$ cat src/hw/rtl/gn2d_ram.sv
// ============================================================================
// gn2d_ram
// Generic single-write, single-read RAM with a registered read port.
// ============================================================================
module gn2d_ram #(
   parameter int WIDTH = 8,
   parameter int DEPTH = 256
) (
   input  logic                     clock,
   input  logic                     we,
   input  logic [$clog2(DEPTH)-1:0] waddr,
   input  logic [WIDTH-1:0]         wdata,
   input  logic                     re,
   input  logic [$clog2(DEPTH)-1:0] raddr,
   output logic [WIDTH-1:0]         rdata
);

   logic [WIDTH-1:0] mem [DEPTH];

   always_ff @(posedge clock) begin
      if (we) begin
         mem[waddr] <= wdata;
      end
      if (re) begin
         rdata <= mem[raddr];
      end
   end

endmodule

$ cat config.mk
export PLATFORM = sky130hd
export DESIGN_NAME = gn2d_ram
export DESIGN_NICKNAME = d
export VERILOG_FILES = /design/src/hw/rtl/gn2d_ram.sv
export SDC_FILE = /design/constraint.sdc
export NUM_CORES = 2
export LEC_CHECK = 0
export BUFFER_PORTS_ARGS = -buffer_cell sky130_fd_sc_hd__buf_2
export CAP_MARGIN = 20
export CORE_MARGIN = 1.5
export CORE_UTILIZATION = 25
export CTS_CLUSTER_SIZE = 20
export DETAILED_ROUTE_END_ITERATION = 16
export SETUP_SLACK_MARGIN = 0.3
export SYNTH_ARGS = -nofsm -noshare
export SYNTH_HDL_FRONTEND = slang
export SYNTH_SLANG_ARGS = --single-unit
export TNS_END_PERCENT = 1
$ cat constraint.sdc
create_clock -name clock -period 2.5 [get_ports clock]
set_input_delay 0.5 -clock clock [delete_from_list [all_inputs] [get_ports clock]]
set_output_delay 0.5 -clock clock [all_outputs]
set_load 0.05 [all_outputs]
==> metrics.txt <==
status complete, no violations; mux cell area share after synthesis 0.1460; worst endpoint required time 3060 ps; MaxCap Viol Count 0; number of global-route vias before repair 42050; fin nets 4558; die area between 0.3 and 0.4 mm²; clock slew at reported path FFs around 60 ps; fin worst setup slack between 20 and 25 ps; synth top area cells edfxtp_1 78%, mux4_2 13%, mux2i_1 1.7%; Sink Count 2056; DP Area about 0.091 mm²; total CTS buffers 208; Arr. time, crit path 3040 ps; type of the worst min-delay path input port to register; WS Path Type register to register; warnings from Yosys 0; ratio of cells with drive above 1 in the final layout 0.3457; synthesized-area fraction occupied by and/or/nand/nor cells 0.02625; final max-slew violation count 0; non-filler cells, final 8885; Final Setup Violations 0; Layout area overhead 22.74%; total grt overflow 0; power density over the cells 744.6 mW/mm²; Compound-Gate Fraction of Synth Area 0.03416; crit path time final 2475 ps; antenna-violating nets left 0; dpl cells 8499; area of the multi-input gates 0.01685 mm²; Routed WL 211200 µm; Avg Cell Area, Syn 21.33 µm²; global-route wire length before repair 304200 µm; leakage 31.10 nW; setup repair bufs after CTS 0; register area share after synthesis 0.7753; Die W 567.4 µm; hold path start wdata[0]; hold depth 1; clk_lat worst skew between 800 and 900 ps; xor/xnor share of the synthesized area 0; Max Clock Freq 404.0 MHz; syn_nets roughly 3800; reg2reg end rdata[0]$_DFFE_PP_; cell row count 207; root buffer cell clkbuf_16; Worst R2R Setup Slack 20 ps; Synth Area in Adders 0; final core occ 0.3078; Via Count 41150; fin crit share 0.9902; # DRC 0; crit-path max FO 1; R2R Path Start mem[83][0]$_DFFE_PP_; worst reg-to-reg path cell count 6; relative slew slack 0.5348; Synth top area share 0.7753; Ports 35; fillers 30470; Seq cells post-synth between 2000 and 2500; Post-Syn Instances between 3000 and 4000; Avg WL per Cell 23.77 µm; Main synth FF type edfxtp_1; H-Tree Depth 4; Post-Layout Inst Area 0.09775 mm²; area leader, netlist edfxtp_1; CTS tree done; initial DRC count 4586; Via density between 4 and 5; Critical Path Sink Type register; height of the die 567.4 µm; combinational family with the most area after synthesis multiplexers; post-DP HPWL 142400 µm; Cell Area, Synth approximately 0.080 mm²; total track usage 0.1287; CP Launch Type register; final hold viol count 0; Placer Congestion 0.8486; Peak supply drop ~0.53 mV; PortBufs 34; Synth cell types 54; TritonRoute pass-1 iters 5; Worst Tran Pin Value 696.1 ps; Worst Hold End mem[22][0]$_DFFE_PP_; Reg area 0.06174 mm²; Max clock buf depth 3; RSZ-0062 raised after global routing true; EDFF count, synth 2056; skew final 24.35 ps; Starting Density 0.2508; dpl ws -1369 ps; largest net degree at the start of global routing slightly above 100; antenna violations before repair 14; FFs w/ async S/R, synth 0; Core Box Area 0.3175 mm²
## cell type report
class | instances | area share
Sequential cell | 2056 | 0.6316
Timing Repair Buffer | 821 | 0.07427
Inverter | 2 | 0.00007680
Clock buffer | 260 | 0.05612
Clock inverter | 119 | 0.01185
Antenna cell | 5 | 0.0001280
Tap cell | 4180 | 0.05351
Multi-Input combinational cell | 1442 | 0.1724
## cell families (layout without fill, tap and decap cells)
| family | count (synthesis) | after routing |
|---|---|---|
| DFF | 2056 | 2056 |
| muxes | 591 | 591 |
| and+or+nand+nor | 466 | 466 |
| AOI/OAI and AO/OA | 385 | 385 |
| buffers and inverters | 235 | 1202 |
| other | 0 | 5 |
## worst max-delay path by stage
stage	start	to	slack, ps
detailed placement	raddr[0]	rdata[1]$_DFFE_PP_	-1370
floorplan	raddr[0]	rdata[0]$_DFFE_PP_	40
global placement	raddr[0]	rdata[1]$_DFFE_PP_	-1370
global route	mem[83][0]$_DFFE_PP_	rdata[0]$_DFFE_PP_	20
CTS	mem[87][0]$_DFFE_PP_	rdata[0]$_DFFE_PP_	20
finish	mem[83][0]$_DFFE_PP_	rdata[0]$_DFFE_PP_	20
## critical path, stage by stage (launching register included)
cell	delay (ps)
edfxtp_1	380
mux4_2	500
mux4_2	500
nor2b_4	150
nor4_4	410
buf_4	220
nor4_2	40
## per-layer routing
metal / up-vias / wire [µm] / global-route usage
met1: 21970 / 88030 / 0.1722
li1: 17330 / - / -
met3: 309 / 14650 / 0.02393
met4: 4 / 5284 / 0.03416
met5: - / 24 / 0
met2: 1536 / 103200 / 0.2139
## what timing repair did
action / 4_1_cts / 5_1_grt
pin swaps: 4 / 20
hold buffers: 2 / 0
hold endpoints to repair: 24 / 0
gates resized for setup: 21 / 57
endpoints found under the setup margin: 15 / 14
## flip-flops by register name (all words and copies together) (netlist names)
name   flops
mem     2048
rdata      8
## report_power, final
| group | internal [mW] | switching (mW) |
|---|---|---|
| clock network | 17.6 | 12.9 |
| logic | 1.74 | 2.52 |
| registers | 38.0 | 0.0509 |
| total | 57.3 | 15.5 |
## synth_stat cells, drive strengths merged, types with 8 or more instances
cell type	n
nor2b	31
nand4	10
edfxtp	2056
o22ai	28
a221oi	14
a21oi	96
nor3	22
a22o	8
mux4	456
nand2b	8
o221ai	47
nor4	27
nand3	34
a22oi	133
nand2	33
o211ai	10
nor2	282
a211oi	16
buf	122
o21ai	12
clkbuf	111
mux2i	134
## cells in the final DEF, fill, tap and decap left out, drive strengths merged, types with 10 or more instances in the layout
cell	Yosys	routed
o21ai	12	12
nor4	27	27
nor3	22	22
buf	122	816
nand4	10	10
a21oi	96	96
mux4	456	456
o22ai	28	28
o221ai	47	47
clkinv	1	85
edfxtp	2056	2056
nand2	33	33
nor2	282	282
a211oi	16	16
nand3	34	34
nor2b	31	31
bufinv	0	20
o211ai	10	10
clkbuf	111	263
a221oi	14	14
a22oi	133	133
inv	1	10
mux2i	134	134
## through the flow
stage	power (mW)	hold WS, ps	TNS [ps]
CTS	73.28	25.39	0
floorplan	40.73	598.9	0
finish	72.79	81.16	0
global placement	42.92	867.2	-8277
global route	74.83	40.24	0
detailed placement	42.98	866.4	-8275
Power figures use the tool's default switching activity.
