$ cat src/hw/rtl/gn2d_pkg.sv
// ============================================================================
// gn2d_pkg
// Shared widths, command codes and limits for the 2-D gradient noise unit.
// ============================================================================
package gn2d_pkg;

   localparam int PERM_W  = 8;   // permutation entry and load index width
   localparam int GRAD_W  = 16;  // one gradient component, signed Q1.14
   localparam int COORD_W = 32;  // coordinate width
   localparam int NOISE_W = 16;  // result width, signed Q1.14
   localparam int DOT_W   = 18;  // corner dot product after rounding, signed Q14

   localparam logic CMD_LOAD = 1'b0;
   localparam logic CMD_EVAL = 1'b1;

   localparam logic signed [NOISE_W-1:0] NOISE_MAX = 16'sd16384;
   localparam logic signed [NOISE_W-1:0] NOISE_MIN = -16'sd16384;

endpackage

$ cat src/hw/rtl/gn2d_corner.sv
// ============================================================================
// gn2d_corner
// Two-stage corner dot product g . r, rounded half up to Q14.
// ============================================================================
module gn2d_corner #(
   parameter int FRAC_BITS = 16
) (
   input  logic                                    clock,
   input  logic                                    en,
   input  logic signed [gn2d_pkg::GRAD_W-1:0]      grad_x,
   input  logic signed [gn2d_pkg::GRAD_W-1:0]      grad_y,
   input  logic signed [FRAC_BITS:0]               off_x,
   input  logic signed [FRAC_BITS:0]               off_y,
   output logic signed [gn2d_pkg::DOT_W-1:0]       dot_ff
);

   localparam int PW = gn2d_pkg::GRAD_W + FRAC_BITS + 1;
   localparam int SW = PW + 1;
   localparam logic signed [SW-1:0] HALF = SW'(longint'(1) << (FRAC_BITS - 1));

   logic signed [PW-1:0] px_ff;
   logic signed [PW-1:0] py_ff;
   logic signed [SW-1:0] sum;
   logic signed [SW-1:0] shifted;

   assign sum     = SW'(px_ff) + SW'(py_ff) + HALF;
   assign shifted = sum >>> FRAC_BITS;

   always_ff @(posedge clock) begin
      if (en) begin
         px_ff  <= PW'(grad_x) * PW'(off_x);
         py_ff  <= PW'(grad_y) * PW'(off_y);
         dot_ff <= shifted[gn2d_pkg::DOT_W-1:0];
      end
   end

endmodule

$ cat config.mk
export PLATFORM = sky130hd
export DESIGN_NAME = gn2d_corner
export DESIGN_NICKNAME = d
export VERILOG_FILES = /design/src/hw/rtl/gn2d_pkg.sv /design/src/hw/rtl/gn2d_corner.sv
export SDC_FILE = /design/constraint.sdc
export NUM_CORES = 2
export LEC_CHECK = 0
export BUFFER_PORTS_ARGS = -buffer_cell sky130_fd_sc_hd__buf_2
export CELL_PAD_IN_SITES_DETAIL_PLACEMENT = 1
export CELL_PAD_IN_SITES_GLOBAL_PLACEMENT = 2
export CORE_MARGIN = 2
export CORE_UTILIZATION = 25
export DETAILED_ROUTE_END_ITERATION = 12
export PLACE_DENSITY_LB_ADDON = 0.3
export SLEW_MARGIN = 20
export SYNTH_ARGS = -nofsm -noshare
export SYNTH_HDL_FRONTEND = slang
export SYNTH_SLANG_ARGS = --single-unit
$ cat constraint.sdc
create_clock -name clock -period 14.71 [get_ports clock]
set_input_delay 0 -clock clock [delete_from_list [all_inputs] [get_ports clock]]
set_output_delay 0 -clock clock [all_outputs]
set_load 0.05 [all_outputs]
==> metrics.yaml <==
detailed_routing:
  route.antenna.remaining_nets: 0
  top_layer: "met4"
  wl_per_cell_um: 16.1
  via_per_inst: 4.38
  first_iter_violations: 552
  dr_wl_met3_um: 973
  dr.pass1.iters: 4
  vias: 17000
  wl_um: 62600
  wl_met2_um: 33600
  drc: 0
  wl_met1_um: 27500
cts:
  postCtsHoldBufs: 0
  clock-sinks: 84
  cts_setup_buffers: 0
  post_cts_resized: 0
  clk_pin_slew_worst_paths_ps: 60
  cts_buffer_depth: 2
  cts_tree: "yes"
  cts_root_buffer: "clkbuf_16"
  cts_made_buffers: 9
  htree_levels: 3
  clock_latency_ps: 350
critical_path:
  crit_path_end_kind: "flip-flop"
  reg2reg_slack_ps: 11200
  criticalPathCategory: "input port to flip-flop"
  critical_path.startpoint: "grad_y[1]"
  start_kind: "input port"
  crit_path_end: "py_ff[32]"
  reg2regPathDepth: 9
  path_max_fanout: 17
  r2r_end: "dot_ff[8]"
  crit_arrival_ps: 6220
  cp.required_ps: 14810
  r2r_start: "py_ff[18]"
synthesis:
  synth_cell_types: 67
  synth.area.top_cells: "fa_1, ha_1, edfxtp_1"
  yosysTopAreaCellShare: 0.445
  yosysTopAreaCell: "fa_1"
  yosys_warnings: 0
  synthArstFlopShare: 0
  ys.flop_type: "edfxtp_1"
  syn_area_per_cell_um2: 9.67
  synth_area_um2: 24800
  synth_cells: 2567
  synth_edf_count: 84
  yosysSeqAreaShare: 0.102
  synth-seq-cells: 84
  syn_nets: 3418
global_routing:
  grt_pass1_wl_um: 106000
  grt_usage: 0.130
  antenna_found_initial: 0
  grt_max_degree: 47
  globalRoute.totalOverflow: 0
  grt_pass1_vias: 20259
floorplan:
  die_w_um: 319
  pin_count: 86
  initial_utilization: 0.252
  dieArea_um2: 102000
  fp.coreArea_um2: 98400
  fp.dieH_um: 319
  row_count: 115
sta:
  tns_ps: 0
  slew_violations: 0
  fmax_mhz: 163
  rsz0062_at_grt: "no"
  min_period_ps: 6130
  period_share: 0.416
  tightest_slew_ps: 783
  finalSetupViolCount: 0
  fin_worst_skew_ps: 6.40
  hold_viol_final: 0
  slew_headroom: 0.475
layout:
  layout-drive-gt1-share: 0.0451
  layout_common_cells: "inv_1, fa_1, nand2_1, and2_1, ha_1"
  antennaDiodeCount: 0
  final_common_cell: "inv_1"
  syn_to_final_growth_pct: 8.32
  layout.nets: 3438
placed_design:
  place.gp.congestion: 0.806
  place_hpwl_um: 54000
  numPortBuffers: 85
flow_run:
  maxCapViolCount: 0
worst_hold_path:
  hold_class: "input port to flip-flop"
status:
  status: "finished clean"
metal layers:
layer  up-vias  GRT usage
met4         0     0.0132
li1       7760          -
met2       130      0.245
met5         -          0
met1      9079      0.168
met3        31    0.00914
stage by stage:
step	util	area (um^2)	hold WS, ps	setup WS, ps	std cells
after global placement	0.270	26600	504	8360	3863
after floorplan	-	24800	112	8810	2567
after global routing	0.273	26900	162	8170	3879
after CTS	0.273	26900	137	8550	3879
final	0.273	26900	136	8580	3879
after detailed placement	0.270	26600	517	8190	3863
sequential cells by signal, indices dropped and copies added (netlist names):
register  flops
px_ff        33
py_ff        33
dot_ff       18
synthesized netlist by cell type (15+ instances only):
master and number:
clkbuf_1 75, inv_1 633, a21o_1 28, nor2_1 52, fa_1 552, xnor2_1 58
xor2_1 26, o21ai_0 32, nor3_1 15, edfxtp_1 84, nand2_1 284, a21oi_1 55
ha_1 231, and2_1 261
critical path, stage by stage:
cell	delay, ps
buf_2	310
nand2_1	170
inv_1	160
fa_1	560
fa_1	850
fa_1	510
fa_1	510
fa_1	490
inv_1	50
fa_1	470
inv_1	40
ha_1	380
nand3_1	150
or3_1	390
a211oi_1	350
o2111ai_1	210
a31oi_1	320
and4_1	240
nor3_1	50
cell type report:
cell class              instances  area (um^2)
fillers                     11391        71500
multi-input cells            1773        19600
flip-flops and latches         84         2520
inverters                     633         2380
well taps                    1287         1610
repair buffers                 86          435
clock buffers                   9          225
clock inverters                 7         91.3
how the worst min path moves through the flow:
stage	startpoint	to	slack [ps]	depth (start not counted)
after global routing	en	dot_ff[1]	160	1
final	en	dot_ff[1]	140	1
after detailed placement	en	px_ff[1]	520	1
after global placement	en	dot_ff[2]	500	1
after floorplan	en	dot_ff[0]	110	0
after CTS	en	dot_ff[1]	140	1
cell families after synthesis:
family	Yosys count	share of synthesized area
fa+ha+maj	783	0.562
buf+inv	710	0.108
simple gates	699	0.143
compound gates	204	0.0553
xor+xnor	84	0.0296
flops	84	0.102
mux	3	0.00121
Power is left out: the tool's default activity adds up to more than one toggle a clock period on the data nets, which glitch-free logic cannot reach.
