--- src/hw/rtl/gn2d_blend.sv ---
// ============================================================================
// gn2d_blend
// One-stage linear blend a + round(s * (b - a)) with s in [0, 1].
// ============================================================================
module gn2d_blend #(
   parameter int FRAC_BITS = 16,
   parameter int AW        = 18
) (
   input  logic                    clock,
   input  logic                    en,
   input  logic [FRAC_BITS:0]      weight,
   input  logic signed [AW-1:0]    val_a,
   input  logic signed [AW-1:0]    val_b,
   output logic signed [AW:0]      blend_ff
);

   localparam int PW = FRAC_BITS + AW + 3;
   localparam logic signed [PW-1:0] HALF = PW'(longint'(1) << (FRAC_BITS - 1));

   logic signed [AW:0]    diff;
   logic signed [PW-1:0]  prod;
   logic signed [PW-1:0]  shifted;
   logic signed [AW:0]    blend_in;

   assign diff     = (AW+1)'(val_b) - (AW+1)'(val_a);
   assign prod     = PW'($signed({1'b0, weight})) * PW'(diff) + HALF;
   assign shifted  = prod >>> FRAC_BITS;
   assign blend_in = (AW+1)'(val_a) + shifted[AW:0];

   always_ff @(posedge clock) begin
      if (en) begin
         blend_ff <= blend_in;
      end
   end

endmodule

--- config.mk ---
export PLATFORM = sky130hd
export DESIGN_NAME = gn2d_blend
export DESIGN_NICKNAME = d
export VERILOG_FILES = /design/src/hw/rtl/gn2d_blend.sv
export SDC_FILE = /design/constraint.sdc
export NUM_CORES = 1
export LEC_CHECK = 0
export ABC_AREA = 1
export BUFFER_PORTS_ARGS = -buffer_cell sky130_fd_sc_hd__buf_4
export CORE_MARGIN = 1.5
export CORE_UTILIZATION = 41
export CTS_CLUSTER_SIZE = 16
export DETAILED_ROUTE_END_ITERATION = 10
export PLACE_DENSITY = 0.62
export SYNTH_ARGS = -nofsm -noshare
export SYNTH_HDL_FRONTEND = slang
export SYNTH_SLANG_ARGS = --single-unit
export TNS_END_PERCENT = 30
--- constraint.sdc ---
create_clock -name clock -period 7.4 [get_ports clock]
set_clock_uncertainty 0.1 [all_clocks]
set_input_delay 0.37 -clock clock [delete_from_list [all_inputs] [get_ports clock]]
set_output_delay 0.37 -clock clock [all_outputs]
set_load 0.005 [all_outputs]
==> results_dict.tcl, run 1 <==
set metrics [dict create \
    status "finished with violations" \
    violations "negative setup slack" \
    netlist_instances 1839 \
    clk_pin_slew_worst_paths_ns 0.06 \
    relSlewSlack_pct 57.2 \
    area.growth.synth_to_final_pct 44.8 \
    critPathRequiredTime_ns 7.31 \
    crit_top_cell "fa_1" \
    top_regs "blend_ff x19" \
    routed_wl_um 48800 \
    worst-setup-path-type "in2reg" \
    port_buffers 73 \
    largest-register "blend_ff" \
    grt_pass1_vias 14600 \
    antenna_found_initial 1 \
    synth_top_area_share_pct 43.5 \
    synth_seq_cells 19 \
    drc 0 \
    cts.hold.buffers_added 0 \
    track_usage_pct 27.1 \
    ant_nets 0 \
    htree_levels 1 \
    netlist_top_cells_area "fa_1, inv_1, ha_1" \
    synth_warnings 0 \
    cp-end-kind "flip-flop" \
    finalHoldViolCount 0 \
    hp-start "val_a[0]" \
    crit_fanout 6 \
    firstDrtPassIters 5 \
    hpwl_um 40400 \
    synthMuxAreaShare_pct 0 \
    syn_area_um2 14500 \
    num_vias 13700 \
    largest_register_ffs 19 \
    ys_types 50 \
    preCtsSetupSlack_ns -1.49 \
    initial_utilization_pct 41.8 \
    drive_gt1_share_pct 38.4 \
    setup-violations-final 18 \
    cts_root_buffer "clkbuf_16" \
    finalNetCount 2776 \
    arrival_ns 8.13 \
    grt_setup_unrepaired "true" \
    synth-compound-area-share_pct 5.03 \
    fmax_ghz 0.122 \
    synth-simple-area-share_pct 18.2 \
    grt_overflow 0 \
    wire_per_inst_um 18.0 \
    vias_per_cell 5.02 \
    cts_tree "done" \
    pin_count 74 \
    clock_sinks 19 \
    synth_nets 2350 \
    worstSetupStartpointType "primary input" \
    synthAdderAreaFrac_pct 55.6 \
    rows 68 \
    finalCritPeriodShare_pct 111 \
    synth-main-ff-cell "edfxtp_1" \
    numCtsBuffers 3 \
    synth_area_leader_cell "fa_1" \
    hold_path.class "in2reg" \
    synthXorXnorAreaFrac_pct 3.05 \
    fin_ws_ns -0.816 \
    grt_pass1_wl_um 75500 \
    cpPeakStageDelay_ns 0.55 \
    synthArstFlopShare_pct 0 \
    die_h_um 191 \
    die_area_um2 36500 \
    grt_max_degree 20 \
    drv_slew 0 \
    routabilityCongestion 1.01 \
    die_x_um 191 \
    regArea_um2 571 \
    holdPathEnd "blend_ff[0]$_DFFE_PP_" \
    coreArea_um2 34700 \
    syn_area_per_cell_um2 7.89 \
    synth_top_family_by_area "adder cells" \
    maxCapViolCount 0 \
    hold_depth 2 \
    period_minus_slack_ns 8.22 \
    synth_enable_flop_cells 19 \
    dr.first_iter.drc_count 886 \
    worstMarginPinSlew_ns 0.641 \
    multi_input_area_um2 14100 \
    nFillCells 2961 \
    clk_path_buf_depth 2 \
    synth-seq-area-share_pct 3.93 \
    cpMaxStageDelayCell "fa_1" \
]
==> critical path, delay by kind of cell <==
kind | cells | cell delay, ns
buf+inv | 11 | 1.06
compound gates | 5 | 0.83
fa+ha+maj | 9 | 3.97
simple gates | 13 | 1.55
xor+xnor | 2 | 0.33
==> metrics by stage <==
stage	hold WS (ns)	setup TNS, ns	instances	utilization [%]	instance area, um^2
floorplan	0.382	-0.418	1839	-	15100
global placement	0.636	-17.21	2648	53.2	18500
detailed placement	0.638	-18.36	2648	53.2	18500
CTS	0.341	-6.76	2697	57.5	19900
global route	0.350	-12.34	2719	60.5	21000
finish	0.352	-8.21	2720	60.5	21000
==> synthesized netlist by cell type, types with 4 or more instances <==
master      n
or2_2      15
a21boi_0    4
nand2_1   300
xor2_1     29
nor2_1    235
o21ai_0    32
fa_1      315
nor3_1     11
a21oi_1    65
nand3_1    61
clkinv_1    4
ha_1      141
clkbuf_1   28
a31oi_1     4
inv_2       6
edfxtp_1   19
nand4_1     7
a21o_1      6
nand2_2     6
xnor2_1    11
inv_1     500
==> placed cells by master, fill, tap and decap left out, types with 13 or more instances in the layout <==
cell / Yosys / routed
nand2_1: 300 / 217
fa_1: 315 / 291
fa_2: 0 / 24
ha_4: 0 / 47
nand2_2: 6 / 51
nor2_4: 1 / 20
nand3_1: 61 / 51
a21oi_2: 1 / 22
ha_1: 141 / 91
o21ai_2: 2 / 13
buf_4: 2 / 392
xor2_1: 29 / 16
inv_2: 6 / 50
nand2_4: 0 / 36
nor2_1: 235 / 178
a21oi_4: 0 / 15
a21oi_1: 65 / 29
inv_1: 500 / 444
nor2_2: 1 / 39
buf_6: 0 / 47
edfxtp_1: 19 / 19
==> metal layers <==
layer  up-vias  GRT usage (%)  share of wire [%]  wire (um)
met1      6904           34.6                 40      19800
met4         0           9.04                4.3       2090
met2       385           47.1                 50      24200
met3       114           3.78                5.7       2770
met5         -              0                  0          0
li1       6255              -                  -          -
==> final cells by class <==
class	count	area share, %
Inverter	511	9.35
Tap cell	455	2.71
Clock buffer	4	0.375
Multi-Input combinational cell	1280	67.3
Sequential cell	19	2.72
Timing Repair Buffer	450	17.5
Antenna cell	1	0.0119
==> worst max path at each step <==
stage	from	endpoint	slack, ns	cells past startpoint
after floorplan	val_a[8]	blend_ff[12]$_DFFE_PP_	-0.22	41
after global placement	val_a[16]	blend_ff[17]$_DFFE_PP_	-1.45	35
after detailed placement	val_a[16]	blend_ff[17]$_DFFE_PP_	-1.49	35
after CTS	val_a[13]	blend_ff[18]$_DFFE_PP_	-0.68	42
after global routing	val_b[0]	blend_ff[18]$_DFFE_PP_	-1.11	42
final	val_a[10]	blend_ff[18]$_DFFE_PP_	-0.82	40
==> what timing repair did <==
| item | in CTS | in global routing |
|---|---|---|
| pin swaps | 149 | 166 |
| endpoints found under the setup margin | 18 | 18 |
| gates resized for setup | 261 | 195 |
| setup buffers | 42 | 24 |
| hold endpoints to repair | 0 | 0 |
| gates cloned | 3 | 0 |
==> kinds of logic (layout without fill, tap and decap cells) <==
kind of cell / after synthesis / count (layout)
xor gates and xnor gates: 45 / 46
other: 0 / 1
buffers and inverters: 543 / 965
adders and majority gates: 456 / 456
DFF: 19 / 19
and+or+nand+nor: 647 / 649
AOI/OAI and AO/OA: 129 / 129
Power of run 1 is left out: the tool's default activity adds up to more than one toggle a clock period on the data nets, which glitch-free logic cannot reach.
==> inputs of run 2 (changes only) <==
REMOVE_ABC_BUFFERS = 1   (was unset)
SETUP_SLACK_MARGIN = 0.05   (was unset)
==> run 2 against run 1 <==
Against the previous run: the run still ends with negative setup slack left; clock-buffer cell count shrank 1; fmax grew 0.86%; die area is the same; core utilization shrank 2.6 points; setup slack gained 0.070 ns; sequential share of layout area grew 0.12 points; first-iteration DRC count shrank 11%; final cell count shrank 0.15%; global-route usage shrank 1.2 points; critical path depth grew 5; wire length shrank 4.9%; largest cell class unchanged.
==> results_dict.tcl, run 2 (synthesis gave the netlist of run 1 again) <==
set metrics [dict create \
    status "finished with violations" \
    violations "negative setup slack" \
    cts.hold.buffers_added 0 \
    die_area_um2 36500 \
    preCtsSetupSlack_ns -1.50 \
    grt_pass1_vias 14300 \
    antenna_found_initial 1 \
    cts_tree "done" \
    largest-register "blend_ff" \
    cpMaxStageDelayCell "fa_1" \
    top_regs "blend_ff x19" \
    grt_pass1_wl_um 73700 \
    fmax_ghz 0.123 \
    port_buffers 73 \
    finalNetCount 2773 \
    clk_pin_slew_worst_paths_ns 0.05 \
    setup-violations-final 18 \
    drc 0 \
    drive_gt1_share_pct 34.0 \
    worstMarginPinSlew_ns 0.459 \
    setup_tns_ns -8.27 \
    grt_overflow 0 \
    grt_setup_unrepaired "true" \
    period_minus_slack_ns 8.15 \
    final_common_cell "inv_1" \
    routed_wl_um 46500 \
    ant_nets 0 \
    maxCapViolCount 0 \
    relSlewSlack_pct 69.4 \
    most-common-layout-cells "inv_1, buf_4, fa_1, nand2_1, nor2_1" \
    cp-end-kind "flip-flop" \
    initial_utilization_pct 41.8 \
    worst-setup-path-type "in2reg" \
    diodes 0 \
    track_usage_pct 25.9 \
    crit_fanout 4 \
    area.growth.synth_to_final_pct 38.5 \
    cts_root_buffer "clkbuf_16" \
    rows 68 \
    routabilityCongestion 0.960 \
    arrival_ns 8.06 \
    finalHoldViolCount 0 \
    finalCritPeriodShare_pct 110 \
    numCtsBuffers 3 \
    cpPeakStageDelay_ns 0.54 \
    crit_family "adder cells" \
    clock_sinks 19 \
    final_area_um2 20100 \
    pin_count 74 \
    wire_per_inst_um 17.1 \
    htree_levels 1 \
    firstDrtPassIters 5 \
    vias_per_cell 4.92 \
    place_area_um2 18100 \
    fin_ws_ns -0.746 \
    drv_slew 0 \
    dr.first_iter.drc_count 785 \
    grt_max_degree 20 \
    coreArea_um2 34700 \
    clk_path_buf_depth 2 \
    critPathRequiredTime_ns 7.32 \
    worstSetupStartpointType "primary input" \
    die_h_um 191 \
    largest_register_ffs 19 \
    critPathBufInv 13 \
    hpwl_um 40500 \
    num_vias 13400 \
    die_x_um 191 \
    hold_path.class "in2reg" \
]
run 2: changes by cell type in the layout (fill, tap and decap cells not counted), sizes merged:
cell      delta
clkinv       +2
nand2        -2
buf          -1
clkbuf       -1
clkinvlp     -1
diode        -1
run 2: final timing paths:
| path | start | end | slack, ns | depth (start not counted) |
|---|---|---|---|---|
| worst max-delay path | val_a[4] | blend_ff[18]$_DFFE_PP_ | -0.75 | 45 |
| worst min-delay path | val_a[0] | blend_ff[0]$_DFFE_PP_ | 0.37 | 2 |
run 2: layout make-up:
type	instances	area (um^2)
inverters	511	1930
multi-input cells	1278	13500
repair buffers	449	3490
clock buffers	3	75.1
well taps	455	569
flip-flops and latches	19	571
fillers	3105	14600
clock inverters	1	5.00
run 2: what timing repair did:
action	CTS	global route
buffers inserted	23	14
setup endpoints to repair	18	18
gates cloned	1	0
pin swaps	102	107
gates resized for setup	219	157
run 2: metal layers:
metal / track usage, % / share of wire, % / vias to the layer above
met1: 34.6 / 41 / 6678
met4: 4.69 / 2.1 / 0
met5: 0 / 0 / -
met3: 1.60 / 5.5 / 56
met2: 46.7 / 51 / 400
li1: - / - / 6224
run 2: stage by stage:
| step | std cells | hold slack [ns] | util [%] |
|---|---|---|---|
| 2_1_floorplan | 1807 | 0.382 | - |
| 3_3_place_gp | 2674 | 0.606 | 52.0 |
| 3_5_place_dp | 2674 | 0.599 | 52.0 |
| 4_1_cts | 2702 | 0.362 | 55.5 |
| 5_1_grt | 2716 | 0.391 | 57.9 |
| 6_report | 2716 | 0.374 | 57.9 |
Power of run 2 is left out for the same reason.
==> inputs of run 3 (changes only) <==
CORE_UTILIZATION = 35   (was 41)
PLACE_DENSITY = 0.55   (was 0.62)
SETUP_SLACK_MARGIN = 0.5   (was 0.05)
==> run 3 against run 2 <==
Against the previous run: the flow still finishes with violations (negative setup slack); setup slack improved by 0.098 ns; non-clock buffer count up 29; core utilization is 7.3 points lower; global-route usage down 2.1 points; highest routed layer unchanged.
==> results_dict.tcl, run 3 (synthesis gave the netlist of run 1 again) <==
set metrics [dict create \
    fin_ws_ns -0.648 \
    area.growth.synth_to_final_pct 42.4 \
    diodes 0 \
    die_x_um 207 \
    clk_pin_slew_worst_paths_ns 0.06 \
    top_regs "blend_ff x19" \
    firstDrtPassIters 5 \
    worst-setup-path-type "in2reg" \
    port_buffers 73 \
    crit_start "val_a[4]" \
    cts_root_buffer "clkbuf_16" \
    critPathBufInv 15 \
    period_minus_slack_ns 8.05 \
    largest_register_ffs 19 \
    arrival_ns 7.96 \
    setup-violations-final 17 \
    htree_levels 1 \
    fmax_ghz 0.124 \
    drc 0 \
    vias_per_cell 4.75 \
    maxCapViolCount 0 \
    largest-register "blend_ff" \
    cp-end-kind "flip-flop" \
    worstMarginPinSlew_ns 0.435 \
    routed_wl_um 48400 \
    die_h_um 207 \
    grt_pass1_wl_um 77800 \
    most-common-layout-cells "inv_1, buf_4, fa_1, nand2_1, nor2_1" \
    dp.cells 2756 \
    dr.first_iter.drc_count 604 \
    crit_family "adder cells" \
    die_area_um2 42700 \
    crit_fanout 4 \
    multi_input_area_um2 13600 \
    hp-start "en" \
    cts_tree "done" \
    clock_sinks 19 \
    finalNetCount 2801 \
    grt_max_degree 20 \
    drv_slew 0 \
    hpwl_um 42500 \
    nFillCells 3867 \
    numCtsBuffers 3 \
    regArea_um2 571 \
    rows 74 \
    antenna_found_initial 0 \
    coreArea_um2 40800 \
    clk_path_buf_depth 2 \
    grt_setup_unrepaired "true" \
    violations "negative setup slack" \
    finalCritPeriodShare_pct 109 \
    critPathRequiredTime_ns 7.32 \
    hold_path.class "in2reg" \
    initial_utilization_pct 35.5 \
    num_vias 13400 \
    cpMaxStageDelayCell "fa_1" \
    relSlewSlack_pct 71.0 \
    holdPathEnd "blend_ff[17]$_DFFE_PP_" \
    wire_per_inst_um 17.2 \
    grt_pass1_vias 14500 \
    final_common_cell "inv_1" \
    worstSetupStartpointType "primary input" \
    routabilityCongestion 0.924 \
    final_cells 2821 \
    cpPeakStageDelay_ns 0.52 \
    finalHoldViolCount 0 \
    drive_gt1_share_pct 36.5 \
    hold_depth 1 \
    grt_overflow 0 \
    ant_nets 0 \
    status "finished with violations" \
    track_usage_pct 23.8 \
    pin_count 74 \
]
run 3: changes by cell type in the layout (fill, tap and decap cells not counted), moves of 7 or more:
cell / delta
a21oi_2: +11
buf_4: +15
inv_2: +7
a21oi_1: -10
buf_6: +7
run 3: area by class of cell:
class	count	area share, %
clock buffers	3	0.364
clock inverters	1	0.0364
inverters	511	9.33
multi-input cells	1277	65.8
flip-flops and latches	19	2.76
well taps	532	3.22
repair buffers	478	18.5
run 3: per-stage QoR:
step	util [%]	setup slack, ns	setup TNS (ns)	hold slack (ns)	cell area, um^2
final	50.6	-0.648	-7.03	0.412	20600
after global routing	50.6	-0.991	-12.28	0.411	20600
after CTS	49.4	-0.604	-6.42	0.408	20200
after detailed placement	44.6	-1.52	-21.12	0.670	18200
after global placement	44.6	-1.47	-20.63	0.674	18200
after floorplan	-	-0.517	-4.19	0.382	14400
run 3: how the worst max path moves through the flow:
stage	endpoint	slack, ns	cells after the start
6_report	blend_ff[16]$_DFFE_PP_	-0.65	45
5_1_grt	blend_ff[16]$_DFFE_PP_	-0.99	44
4_1_cts	blend_ff[18]$_DFFE_PP_	-0.60	41
3_5_place_dp	blend_ff[16]$_DFFE_PP_	-1.52	42
3_3_place_gp	blend_ff[16]$_DFFE_PP_	-1.47	42
2_1_floorplan	blend_ff[12]$_DFFE_PP_	-0.52	40
run 3: routing by layer:
layer	global-route usage [%]	vias to the layer above	wire [um]
met3	1.90	54	2060
li1	-	6287	-
met2	41.5	294	24300
met4	6.52	0	1420
met5	0	-	0
met1	31.7	6777	20600
run 3: repair_timing:
item	4_1_cts	5_1_grt
pin swaps	170	96
cloned	1	0
endpoints found under the setup margin	19	19
setup buffers	48	12
gates resized for setup	339	99
hold buffers	0	0
Power of run 3 is left out for the same reason.
