File: config.mk
export PLATFORM = sky130hd
export DESIGN_NAME = gn2d_fade
export DESIGN_NICKNAME = d
export VERILOG_FILES = /design/src/hw/rtl/gn2d_fade.sv
export SDC_FILE = /design/constraint.sdc
export NUM_CORES = 1
export LEC_CHECK = 0
export ABC_AREA = 1
export BUFFER_PORTS_ARGS = -buffer_cell sky130_fd_sc_hd__buf_2
export CAP_MARGIN = 15
export CORE_MARGIN = 3
export CORE_UTILIZATION = 30
export CTS_CLUSTER_SIZE = 10
export DETAILED_ROUTE_END_ITERATION = 10
export GPL_TIMING_DRIVEN = 0
export PLACE_DENSITY = 0.51
export SYNTH_ARGS = -nofsm -noshare
export SYNTH_HDL_FRONTEND = slang
export SYNTH_SLANG_ARGS = --single-unit
File: constraint.sdc
create_clock -name clock -period 20.8 [get_ports clock]
set_clock_uncertainty 0.15 [all_clocks]
set_input_delay 6.24 -clock clock [delete_from_list [all_inputs] [get_ports clock]]
set_output_delay 6.24 -clock clock [all_outputs]
set_load 0.03 [all_outputs]
File: src/hw/rtl/gn2d_fade.sv
// ============================================================================
// gn2d_fade
// Two-stage s-curve 3t^2 - 2t^3 on an unsigned fraction.
// ============================================================================
module gn2d_fade #(
   parameter int FRAC_BITS = 16
) (
   input  logic                 clock,
   input  logic                 en,
   input  logic [FRAC_BITS-1:0] frac,
   output logic [FRAC_BITS:0]   fade_ff
);

   localparam int KW = FRAC_BITS + 2;
   localparam logic [KW-1:0] THREE_ONE = KW'(3) << FRAC_BITS;

   logic [FRAC_BITS-1:0]      t2_ff;
   logic [FRAC_BITS-1:0]      f_ff;
   logic [2*FRAC_BITS-1:0]    sq;
   logic [KW-1:0]             k;
   logic [FRAC_BITS+KW-1:0]   prod;
   logic [FRAC_BITS:0]        fade_in;

   assign sq      = frac * frac;
   assign k       = THREE_ONE - {1'b0, f_ff, 1'b0};
   assign prod    = {{KW{1'b0}}, t2_ff} * {{FRAC_BITS{1'b0}}, k};
   assign fade_in = prod[FRAC_BITS +: FRAC_BITS+1];

   always_ff @(posedge clock) begin
      if (en) begin
         t2_ff   <= sq[FRAC_BITS +: FRAC_BITS];
         f_ff    <= frac;
         fade_ff <= fade_in;
      end
   end

endmodule

==> results of run 1 <==
==> metal layers <==
| layer | wire (um) | part of all wire (%) | global-route usage (%) |
|---|---|---|---|
| met5 | 0 | 0 | 0 |
| met4 | 1240 | 2.3 | 3.79 |
| met3 | 2590 | 4.8 | 1.57 |
| met2 | 26800 | 50 | 29.8 |
| met1 | 22900 | 43 | 21.6 |
==> final timing paths <==
path,slack [ns],cells after the start,endpoint
min reg2reg,0.96,5,fade_ff[16]$_DFFE_PP_
max,8.33,24,t2_ff[15]$_DFFE_PP_
max reg2reg,12.99,24,fade_ff[13]$_DFFE_PP_
min,0.96,5,fade_ff[16]$_DFFE_PP_
==> placed cells by master (no fill, tap or decap), types with 2 or more instances in the layout <==
| master | instances |
|---|---|
| xnor2_1 | 8 |
| buf_2 | 38 |
| o21bai_1 | 7 |
| fa_1 | 371 |
| o21ai_1 | 3 |
| ha_1 | 196 |
| a21o_1 | 2 |
| inv_1 | 716 |
| inv_2 | 3 |
| nand3b_1 | 2 |
| nand2_2 | 5 |
| o21ai_0 | 47 |
| nor2_1 | 197 |
| clkinv_1 | 4 |
| nor2_2 | 2 |
| nand3_1 | 62 |
| nand2_1 | 558 |
| nand4_1 | 14 |
| edfxtp_1 | 49 |
| nor3_1 | 14 |
| xor2_1 | 14 |
| a21oi_1 | 74 |
| nor2_4 | 2 |
| or2_2 | 5 |
| clkbuf_16 | 5 |
| nor4_1 | 5 |
| a31oi_1 | 2 |
| clkinvlp_4 | 2 |
| nand2_4 | 3 |
| clkbuf_1 | 50 |
==> flip-flops by register name, indices dropped and copies added, names as in the netlist <==
register / flops
fade_ff: 17
f_ff: 16
t2_ff: 16
==> cells by family (layout without fill, tap and decap cells) <==
logic type | Yosys count | count (layout)
mux | 1 | 1
flops | 49 | 49
simple gates | 874 | 874
fa+ha+maj | 567 | 567
buf+inv | 780 | 823
xor+xnor | 22 | 22
compound gates | 138 | 138
==> area by class of cell <==
| class | count | area (um^2) |
|---|---|---|
| multi-input combinational | 1602 | 14400 |
| tap | 837 | 1050 |
| timing repair buffer | 35 | 190 |
| buffer | 57 | 231 |
| inverter | 723 | 2710 |
| sequential | 49 | 1470 |
| clock buffer | 5 | 125 |
| clock inverter | 3 | 26.3 |
| fill | 6700 | 41700 |
==> tightest hold or removal path, cell delays in order (launching register included) <==
cell and delay (ns):
edfxtp_1 0.44, nand2_4 0.15, nand2_2 0.13, xnor2_1 0.12
nand2_1 0.05, nand2_1 0.10
==> metrics by stage <==
stage,util (%),worst slack [ns]
finish,32.6,8.33
global route,32.6,7.98
CTS,32.6,8.23
detailed placement,32.3,7.88
global placement,32.3,7.85
floorplan,-,9.32
==> qor.yml, run 1 <==
synth_compound_area_share_pct: 3.90
final_sum_of_negative_setup_slack_ns: 0
synthFlopType: "edfxtp_1"
slowest_stage: "clkbuf_1"
cap_violations: 0
synth_simple_gate_area_share_pct: 18.9
relSlewSlack_pct: 23.1
synth.area.top_cells: "fa_1 (40%), inv_1 (14%), ha_1 (13%)"
cp_num_buf_inv: 8
clock_tree.root_cell: "clkbuf_16"
yosysUniqueCellTypes: 40
share_of_layout_cells_above_drive_strength_1_pct: 3.03
beginning_of_the_worst_register_to_register_path: "f_ff[0]$_DFFE_PP_"
cts_buffers: 5
dpl.hpwl_um: 46500
clkSlewWorstSetupHoldPaths_ns: 0.08
timing.critical_path.slowest_cell_delay_ns: 0.64
die_h_um: 256
finalWeightedCongestion: 0.932
clock_tree.buffer_depth: 2
worstPathMaxFanout: 10
synth.most_common_cell: "inv_1"
floorplan.initialDensity_pct: 30.4
number_of_antenna_violations_at_the_first_check_in_global_routing: 1
timing.final.max_slew_violations: 0
fin_area_um2: 20200
holdCritStartpoint: "f_ff[15]$_DFFE_PP_"
tritoncts: "yes"
placement.io_buffers: 34
top_level_ports: 35
worstSkewPairLatency_ns: 0.32
synth_area_um2: 18800
drt-vias-per-instance: 4.54
die_w_um: 256
yosysTopAreaCellShare_pct: 39.6
fin_worst_hold_slack_ns: 0.962
placement.cell_area_um2: 20000
first_global_vias: 15800
mappedNetlistNets: 3016
cts_max_level: 2
rsz0062_at_grt: "false"
final_period_minus_worst_setup_slack_ns: 12.47
final_routed_wire_length_divided_by_cell_count_um: 16.2
cp-start-kind: "input port"
fmaxAchievable_mhz: 80.2
cts_repair_resize_count: 0
worstSetupPathType: "in2reg"
dr_total_vias: 15000
synthesis.area_per_instance_um2: 7.72
seq_area_frac_synth_pct: 7.84
synth_commonest_cells: "inv_1 (716), nand2_1 (558), fa_1 (371)"
final_net_count: 3058
post_synth_inst_count: 2431
final.period_utilization_pct: 59.9
holdBufCountCts: 0
synth_mux_area_share_pct: 0.0600
combinational_family_with_the_most_area_after_synthesis: "adder cells"
antennaDiodeCount: 0
worst_ep_arrival_time_ns: 12.40
ant_nets: 0
drt_first_iter_violations: 984
dieArea_um2: 65600
post_synth_fa_ha_maj_area_fraction_pct: 52.6
cp-end-kind: "flop"
post_synthesis_share_of_cell_area_spent_on_xor_and_xnor_gates_pct: 1.03
timing_hold_violations_final: 0
first_pass_iters: 5
drc_errors: 0
synth_seq_cells: 49
setup_repair_bufs_after_cts: 0
placement_rows: 91
critical_path.top_delay_family: "adder cells"
post-synth-top-area-cell: "fa_1"
global_route_wire_length_before_repair_um: 85600
detail_route.wirelength_um: 53500
synth_enable_flop_cells: 49
startpoint: "frac[11]"
globalRoute.totalOverflow: 0
report.final.setup_viol: 0
synth.yosys.warnings: 0
synthToLayoutAreaGrowth_pct: 7.40
post-place-cells: 3302
grt.total_usage_pct: 16.6
min-delay-path-class: "reg2reg"
max_slew.worst_pin.slew_ns: 1.14
timing.critical_path.cells: "buf_2, clkbuf_1, clkbuf_1, nand2_1, fa_1, inv_1, fa_1, inv_1, fa_1, inv_1, fa_1, inv_1, fa_1, fa_1, inv_1, ha_1, a21oi_1, o21ai_0, a21oi_1, nand2_1, nand2_1, nand2_1, nand2_1, nand2_1"
cp.required_ns: 20.73
cts.sink_count: 49
result_of_the_run: "complete, no violations"
grt_start_max_net_pins: 50
coreArea_um2: 61800
async_flop_share_pct: 0
final_cells: 3311
Power of run 1 is left out: the tool's default activity adds up to more than one toggle a clock period on the data nets, which glitch-free logic cannot reach.
==> run 2: changes to the inputs <==
--- a/config.mk
+++ b/config.mk
@@ -5,7 +5,7 @@
 export SDC_FILE = /design/constraint.sdc
 export NUM_CORES = 1
 export LEC_CHECK = 0
-export ABC_AREA = 1
+export ABC_AREA = 0
 export BUFFER_PORTS_ARGS = -buffer_cell sky130_fd_sc_hd__buf_2
 export CAP_MARGIN = 15
 export CORE_MARGIN = 3
==> constraint.sdc (replaced) <==
create_clock -name clock -period 11.97 [get_ports clock]
set_clock_uncertainty 0.15 [all_clocks]
set_input_delay 3.591 -clock clock [delete_from_list [all_inputs] [get_ports clock]]
set_output_delay 3.591 -clock clock [all_outputs]
set_load 0.03 [all_outputs]
==> run 2 against run 1 <==
Effect of this change:
- critical path depth did not move
- core utilization up 0.37 points
- first-iteration DRC count down 35%
- wire length fell by 22%
- worst hold slack got worse by 0.072 ns
- largest cell class unchanged
==> qor.yml, run 2 <==
final_routed_wire_length_divided_by_cell_count_um: 15.8
placement_rows: 86
mappedNetlistNets: 2420
die_h_um: 245
synth_area_um2: 17100
final_sum_of_negative_setup_slack_ns: 0
drt_first_iter_violations: 635
share_of_layout_cells_above_drive_strength_1_pct: 3.78
combinational_family_with_the_most_area_after_synthesis: "adder cells"
cts_buffers: 5
clkSlewWorstSetupHoldPaths_ns: 0.08
wl_met1_um: 19200
final.period_utilization_pct: 85.4
fin_area_um2: 18400
grt_start_max_net_pins: 34
placement.cell_area_um2: 18300
post_synthesis_share_of_cell_area_spent_on_xor_and_xnor_gates_pct: 3.01
first_global_vias: 12800
cp-end-kind: "flop"
async_flop_share_pct: 0
layout.cells.most_common_list: "inv_1 (509), fa_1 (371), nand2_1 (233)"
setup_repair_bufs_after_cts: 0
biggestRegsByFlops: "fade_ff: 17 flops, f_ff: 16 flops, t2_ff: 16 flops"
yosysTopAreaCellShare_pct: 43.3
number_of_antenna_violations_at_the_first_check_in_global_routing: 0
dpl.hpwl_um: 35000
rsz0062_at_grt: "false"
finalWeightedCongestion: 0.861
cap_violations: 0
top_signal_layer_used: "met4"
dr_total_vias: 11700
result_of_the_run: "complete, no violations"
relSlewSlack_pct: 33.5
cp-start-kind: "input port"
synthToLayoutAreaGrowth_pct: 7.47
clock_tree.buffer_depth: 2
cts_max_level: 2
synthesis.area_per_instance_um2: 9.34
final_net_count: 2462
seq_area_frac_synth_pct: 8.58
cts_repair_resize_count: 0
timing_hold_violations_final: 0
synth.area.top_cells: "fa_1 (43%), ha_1 (14%), inv_1 (11%)"
tritoncts: "yes"
worst_ep_arrival_time_ns: 10.13
largest_reg_flops: 17
final_period_minus_worst_setup_slack_ns: 10.22
worstSkewPairLatency_ns: 0.32
placement.io_buffers: 34
globalRoute.totalOverflow: 0
synth_enable_flop_cells: 49
global_route_wire_length_before_repair_um: 68200
antennaDiodeCount: 0
drc_errors: 0
fmaxAchievable_mhz: 97.9
regMostFlops: "fade_ff"
synth_mux_area_share_pct: 0.124
synth.yosys.warnings: 0
max_slew.worst_pin.slew_ns: 0.990
drt-vias-per-instance: 4.45
post-synth-top-area-cell: "fa_1"
top_level_ports: 35
timing.final.max_slew_violations: 0
wl_met3_um: 1360
synth_commonest_cells: "inv_1 (509), fa_1 (371), nand2_1 (233)"
coreArea_um2: 55800
report.final.setup_viol: 0
holdBufCountCts: 0
cp.required_ns: 11.88
cts.sink_count: 49
synth_seq_cells: 49
worstSetupPathType: "in2reg"
detail_route.wirelength_um: 41600
synth_compound_area_share_pct: 3.83
clock_tree.root_cell: "clkbuf_16"
post_synth_fa_ha_maj_area_fraction_pct: 57.6
post_synth_inst_count: 1835
min-delay-path-class: "reg2reg"
first_pass_iters: 6
synth_simple_gate_area_share_pct: 14.4
regToRegSetupSlack_ns: 2.86
worstPathMaxFanout: 10
met2_length_um: 20100
most_frequent_standard_cell_in_the_layout_excluding_fill_and_tap_cells: "inv_1"
dieArea_um2: 60000
yosysUniqueCellTypes: 55
fin_worst_hold_slack_ns: 0.890
synthFlopType: "edfxtp_1"
grt.total_usage_pct: 14.4
ant_nets: 0
floorplan.initialDensity_pct: 30.7
die_w_um: 245
synth.most_common_cell: "inv_1"
[run 2: cell count changes after synthesis, moves of 28 or more]
cell     before  now
o21ai_0      47   13
nand3_1      62   10
nor2_1      197   34
xnor2_1       8   36
a21oi_1      74   27
inv_1       716  509
and2_1        0  173
nand2_1     558  233
[run 2: cells by family (layout without fill, tap and decap cells)]
group           after synthesis  count (layout)
fa+ha+maj                   567             567
buf+inv                     564             607
simple gates                501             501
compound gates               93              93
xor+xnor                     59              59
flops                        49              49
mux                           2               2
[run 2: critical path, cell delays in order]
cell      delay (ns)
buf_2           0.12
buf_2           0.21
clkbuf_1        0.55
nand2_1         0.20
fa_1            0.52
inv_1           0.06
fa_1            0.59
inv_1           0.07
fa_1            0.49
inv_1           0.05
fa_1            0.52
inv_1           0.05
fa_1            0.45
fa_1            0.49
inv_1           0.04
ha_1            0.18
nor3_1          0.34
o21ai_1         0.15
o221a_2         0.28
a211oi_4        0.36
a21oi_2         0.17
a31oi_1         0.34
o21bai_1        0.14
xor2_1          0.16
[run 2: stage by stage]
| step | std cells | utilization (%) | setup WS (ns) |
|---|---|---|---|
| finish | 2626 | 33.0 | 1.75 |
| global route | 2626 | 33.0 | 1.39 |
| CTS | 2626 | 33.0 | 1.83 |
| detailed placement | 2618 | 32.7 | 1.51 |
| global placement | 2617 | 32.7 | 1.48 |
| floorplan | 1835 | - | 2.57 |
[run 2: cell type report]
type,instances,area [um^2]
multi-input combinational,1222,13500
buffer,55,213
fill,5783,37400
timing repair buffer,35,190
tap,748,936
sequential,49,1470
clock inverter,3,28.8
inverter,509,1910
clock buffer,5,125
[run 2: path summary, 6_finish.rpt]
check | cells after the start | end | from
worst max-delay path | 24 | t2_ff[14]$_DFFE_PP_ | frac[1]
worst min-delay path | 4 | fade_ff[16]$_DFFE_PP_ | f_ff[15]$_DFFE_PP_
worst max register to register | 26 | fade_ff[14]$_DFFE_PP_ | f_ff[0]$_DFFE_PP_
worst min register to register | 4 | fade_ff[16]$_DFFE_PP_ | f_ff[15]$_DFFE_PP_
[run 2: metal layers]
metal | track usage (%) | vias up
met5 | 0 | -
met4 | 3.27 | 0
met3 | 1.40 | 45
met2 | 24.2 | 193
met1 | 20.1 | 5976
li1 | - | 5475
Power of run 2 is left out for the same reason.
==> run 3: changes to the inputs <==
--- a/config.mk
+++ b/config.mk
@@ -13,7 +13,7 @@
 export CTS_CLUSTER_SIZE = 10
 export DETAILED_ROUTE_END_ITERATION = 10
 export GPL_TIMING_DRIVEN = 0
-export PLACE_DENSITY = 0.51
+export PLACE_DENSITY = 0.42
 export SYNTH_ARGS = -nofsm -noshare
 export SYNTH_HDL_FRONTEND = slang
 export SYNTH_SLANG_ARGS = --single-unit
==> run 3 against run 2 <==
Effect of this change:
- non-clock buffer count unchanged
- wire length increased by 6.6%
- via count decreased by 0.92%
- sequential cell count unchanged
- die area unchanged
- worst hold slack got worse by 0.026 ns
- critical path depth decreased by 1
- global-route usage increased by 1.2 points
==> qor.yml, run 3 (same netlist as run 2, synthesis figures left out) <==
dieArea_um2: 60000
cts_repair_resize_count: 0
share_of_layout_cells_above_drive_strength_1_pct: 3.78
reg2reg_depth: 26
fmaxAchievable_mhz: 98.3
utilization_pct: 33.0
final.period_utilization_pct: 85.0
synthToLayoutAreaGrowth_pct: 7.48
dpl.hpwl_um: 37100
most_frequent_standard_cell_in_the_layout_excluding_fill_and_tap_cells: "inv_1"
layout.cells.most_common_list: "inv_1 (509), fa_1 (371), nand2_1 (233)"
clkSlewWorstSetupHoldPaths_ns: 0.08
cts.sink_count: 49
drt_first_iter_violations: 474
clock_tree.root_cell: "clkbuf_16"
cap_violations: 0
drt-vias-per-instance: 4.41
worstPathMaxFanout: 10
finalWeightedCongestion: 0.828
die_w_um: 245
top_level_ports: 35
worst_ep_arrival_time_ns: 10.10
holdCritStartpoint: "f_ff[15]$_DFFE_PP_"
regToRegEndpoint: "fade_ff[14]$_DFFE_PP_"
cp-start-kind: "input port"
cp.required_ns: 11.90
min-delay-path-class: "reg2reg"
drc_errors: 0
regToRegSetupSlack_ns: 2.59
fin_area_um2: 18400
rsz0062_at_grt: "false"
placement.io_buffers: 34
setup_repair_bufs_after_cts: 0
report.final.setup_viol: 0
coreArea_um2: 55800
dp_slack_ns: 1.41
timing.final.max_slew_violations: 0
cts_buffers: 5
cts_max_level: 2
final_net_count: 2462
max_slew.worst_pin.slew_ns: 0.933
biggestRegsByFlops: "fade_ff: 17 flops, f_ff: 16 flops, t2_ff: 16 flops"
first_global_vias: 12800
relSlewSlack_pct: 37.3
worstSetupPathType: "in2reg"
result_of_the_run: "complete, no violations"
final_routed_wire_length_divided_by_cell_count_um: 16.9
tritoncts: "yes"
worstSkewPairLatency_ns: 0.34
detail_route.wirelength_um: 44300
largest_reg_flops: 17
globalRoute.totalOverflow: 0
setup_slack_ns: 1.80
timing_hold_violations_final: 0
final_period_minus_worst_setup_slack_ns: 10.17
grt.total_usage_pct: 15.5
clock_tree.buffer_depth: 2
beginning_of_the_worst_register_to_register_path: "f_ff[0]$_DFFE_PP_"
placement.cell_area_um2: 18300
dr_total_vias: 11600
hold-path-endpoint: "fade_ff[16]$_DFFE_PP_"
ant_nets: 0
cp-end-kind: "flop"
die_h_um: 245
grt_start_max_net_pins: 35
global_route_wire_length_before_repair_um: 72000
regMostFlops: "fade_ff"
floorplan.initialDensity_pct: 30.7
first_pass_iters: 5
holdBufCountCts: 0
number_of_antenna_violations_at_the_first_check_in_global_routing: 0
placement_rows: 86
final_sum_of_negative_setup_slack_ns: 0
min_delay_path_depth: 4
## run 3: cell types whose count changed in the layout (fill, tap and decap cells not counted), sizes merged
cell and change:
diode +1
## run 3: through the flow
stage	instances	hold WS [ns]
global placement	2617	0.891
floorplan	1835	0.667
global route	2626	0.927
CTS	2626	0.902
detailed placement	2618	0.876
finish	2627	0.864
## run 3: how the worst max path moves through the flow
| stage | start | endpoint | slack, ns |
|---|---|---|---|
| 2_1_floorplan | frac[1] | t2_ff[15]$_DFFE_PP_ | 2.57 |
| 3_3_place_gp | frac[6] | t2_ff[14]$_DFFE_PP_ | 1.45 |
| 6_report | frac[6] | t2_ff[14]$_DFFE_PP_ | 1.80 |
| 3_5_place_dp | frac[6] | t2_ff[14]$_DFFE_PP_ | 1.41 |
| 5_1_grt | frac[6] | t2_ff[14]$_DFFE_PP_ | 1.52 |
| 4_1_cts | frac[6] | t2_ff[14]$_DFFE_PP_ | 1.80 |
## run 3: layout make-up
type | instances | area, um^2
tap | 748 | 936
sequential | 49 | 1470
antenna | 1 | 2.50
buffer | 55 | 213
inverter | 509 | 1910
clock buffer | 5 | 125
multi-input combinational | 1222 | 13500
fill | 5935 | 37400
timing repair buffer | 35 | 190
clock inverter | 3 | 28.8
## run 3: critical path: stages
cell and delay, ns:
buf_2 0.27, clkbuf_1 0.65, nand2_1 0.26, fa_1 0.59, inv_1 0.05, fa_1 0.48, inv_1 0.06, fa_1 0.50
inv_1 0.06, fa_1 0.52, inv_1 0.05, fa_1 0.45, fa_1 0.50, inv_1 0.04, ha_1 0.19, nor3_1 0.24
o21ai_1 0.13, o221a_2 0.27, a211oi_4 0.37, a21oi_2 0.18, a31oi_1 0.36, o21bai_1 0.14, xor2_1 0.15
## run 3: metal layers
layer	GRT usage, %	vias to the layer above	share of wire, %
met5	0	-	0
met4	2.36	0	1.3
met3	1.68	20	2.7
met2	25.9	127	47
met1	22.2	5944	49
li1	-	5490	-
Power of run 3 is left out for the same reason.
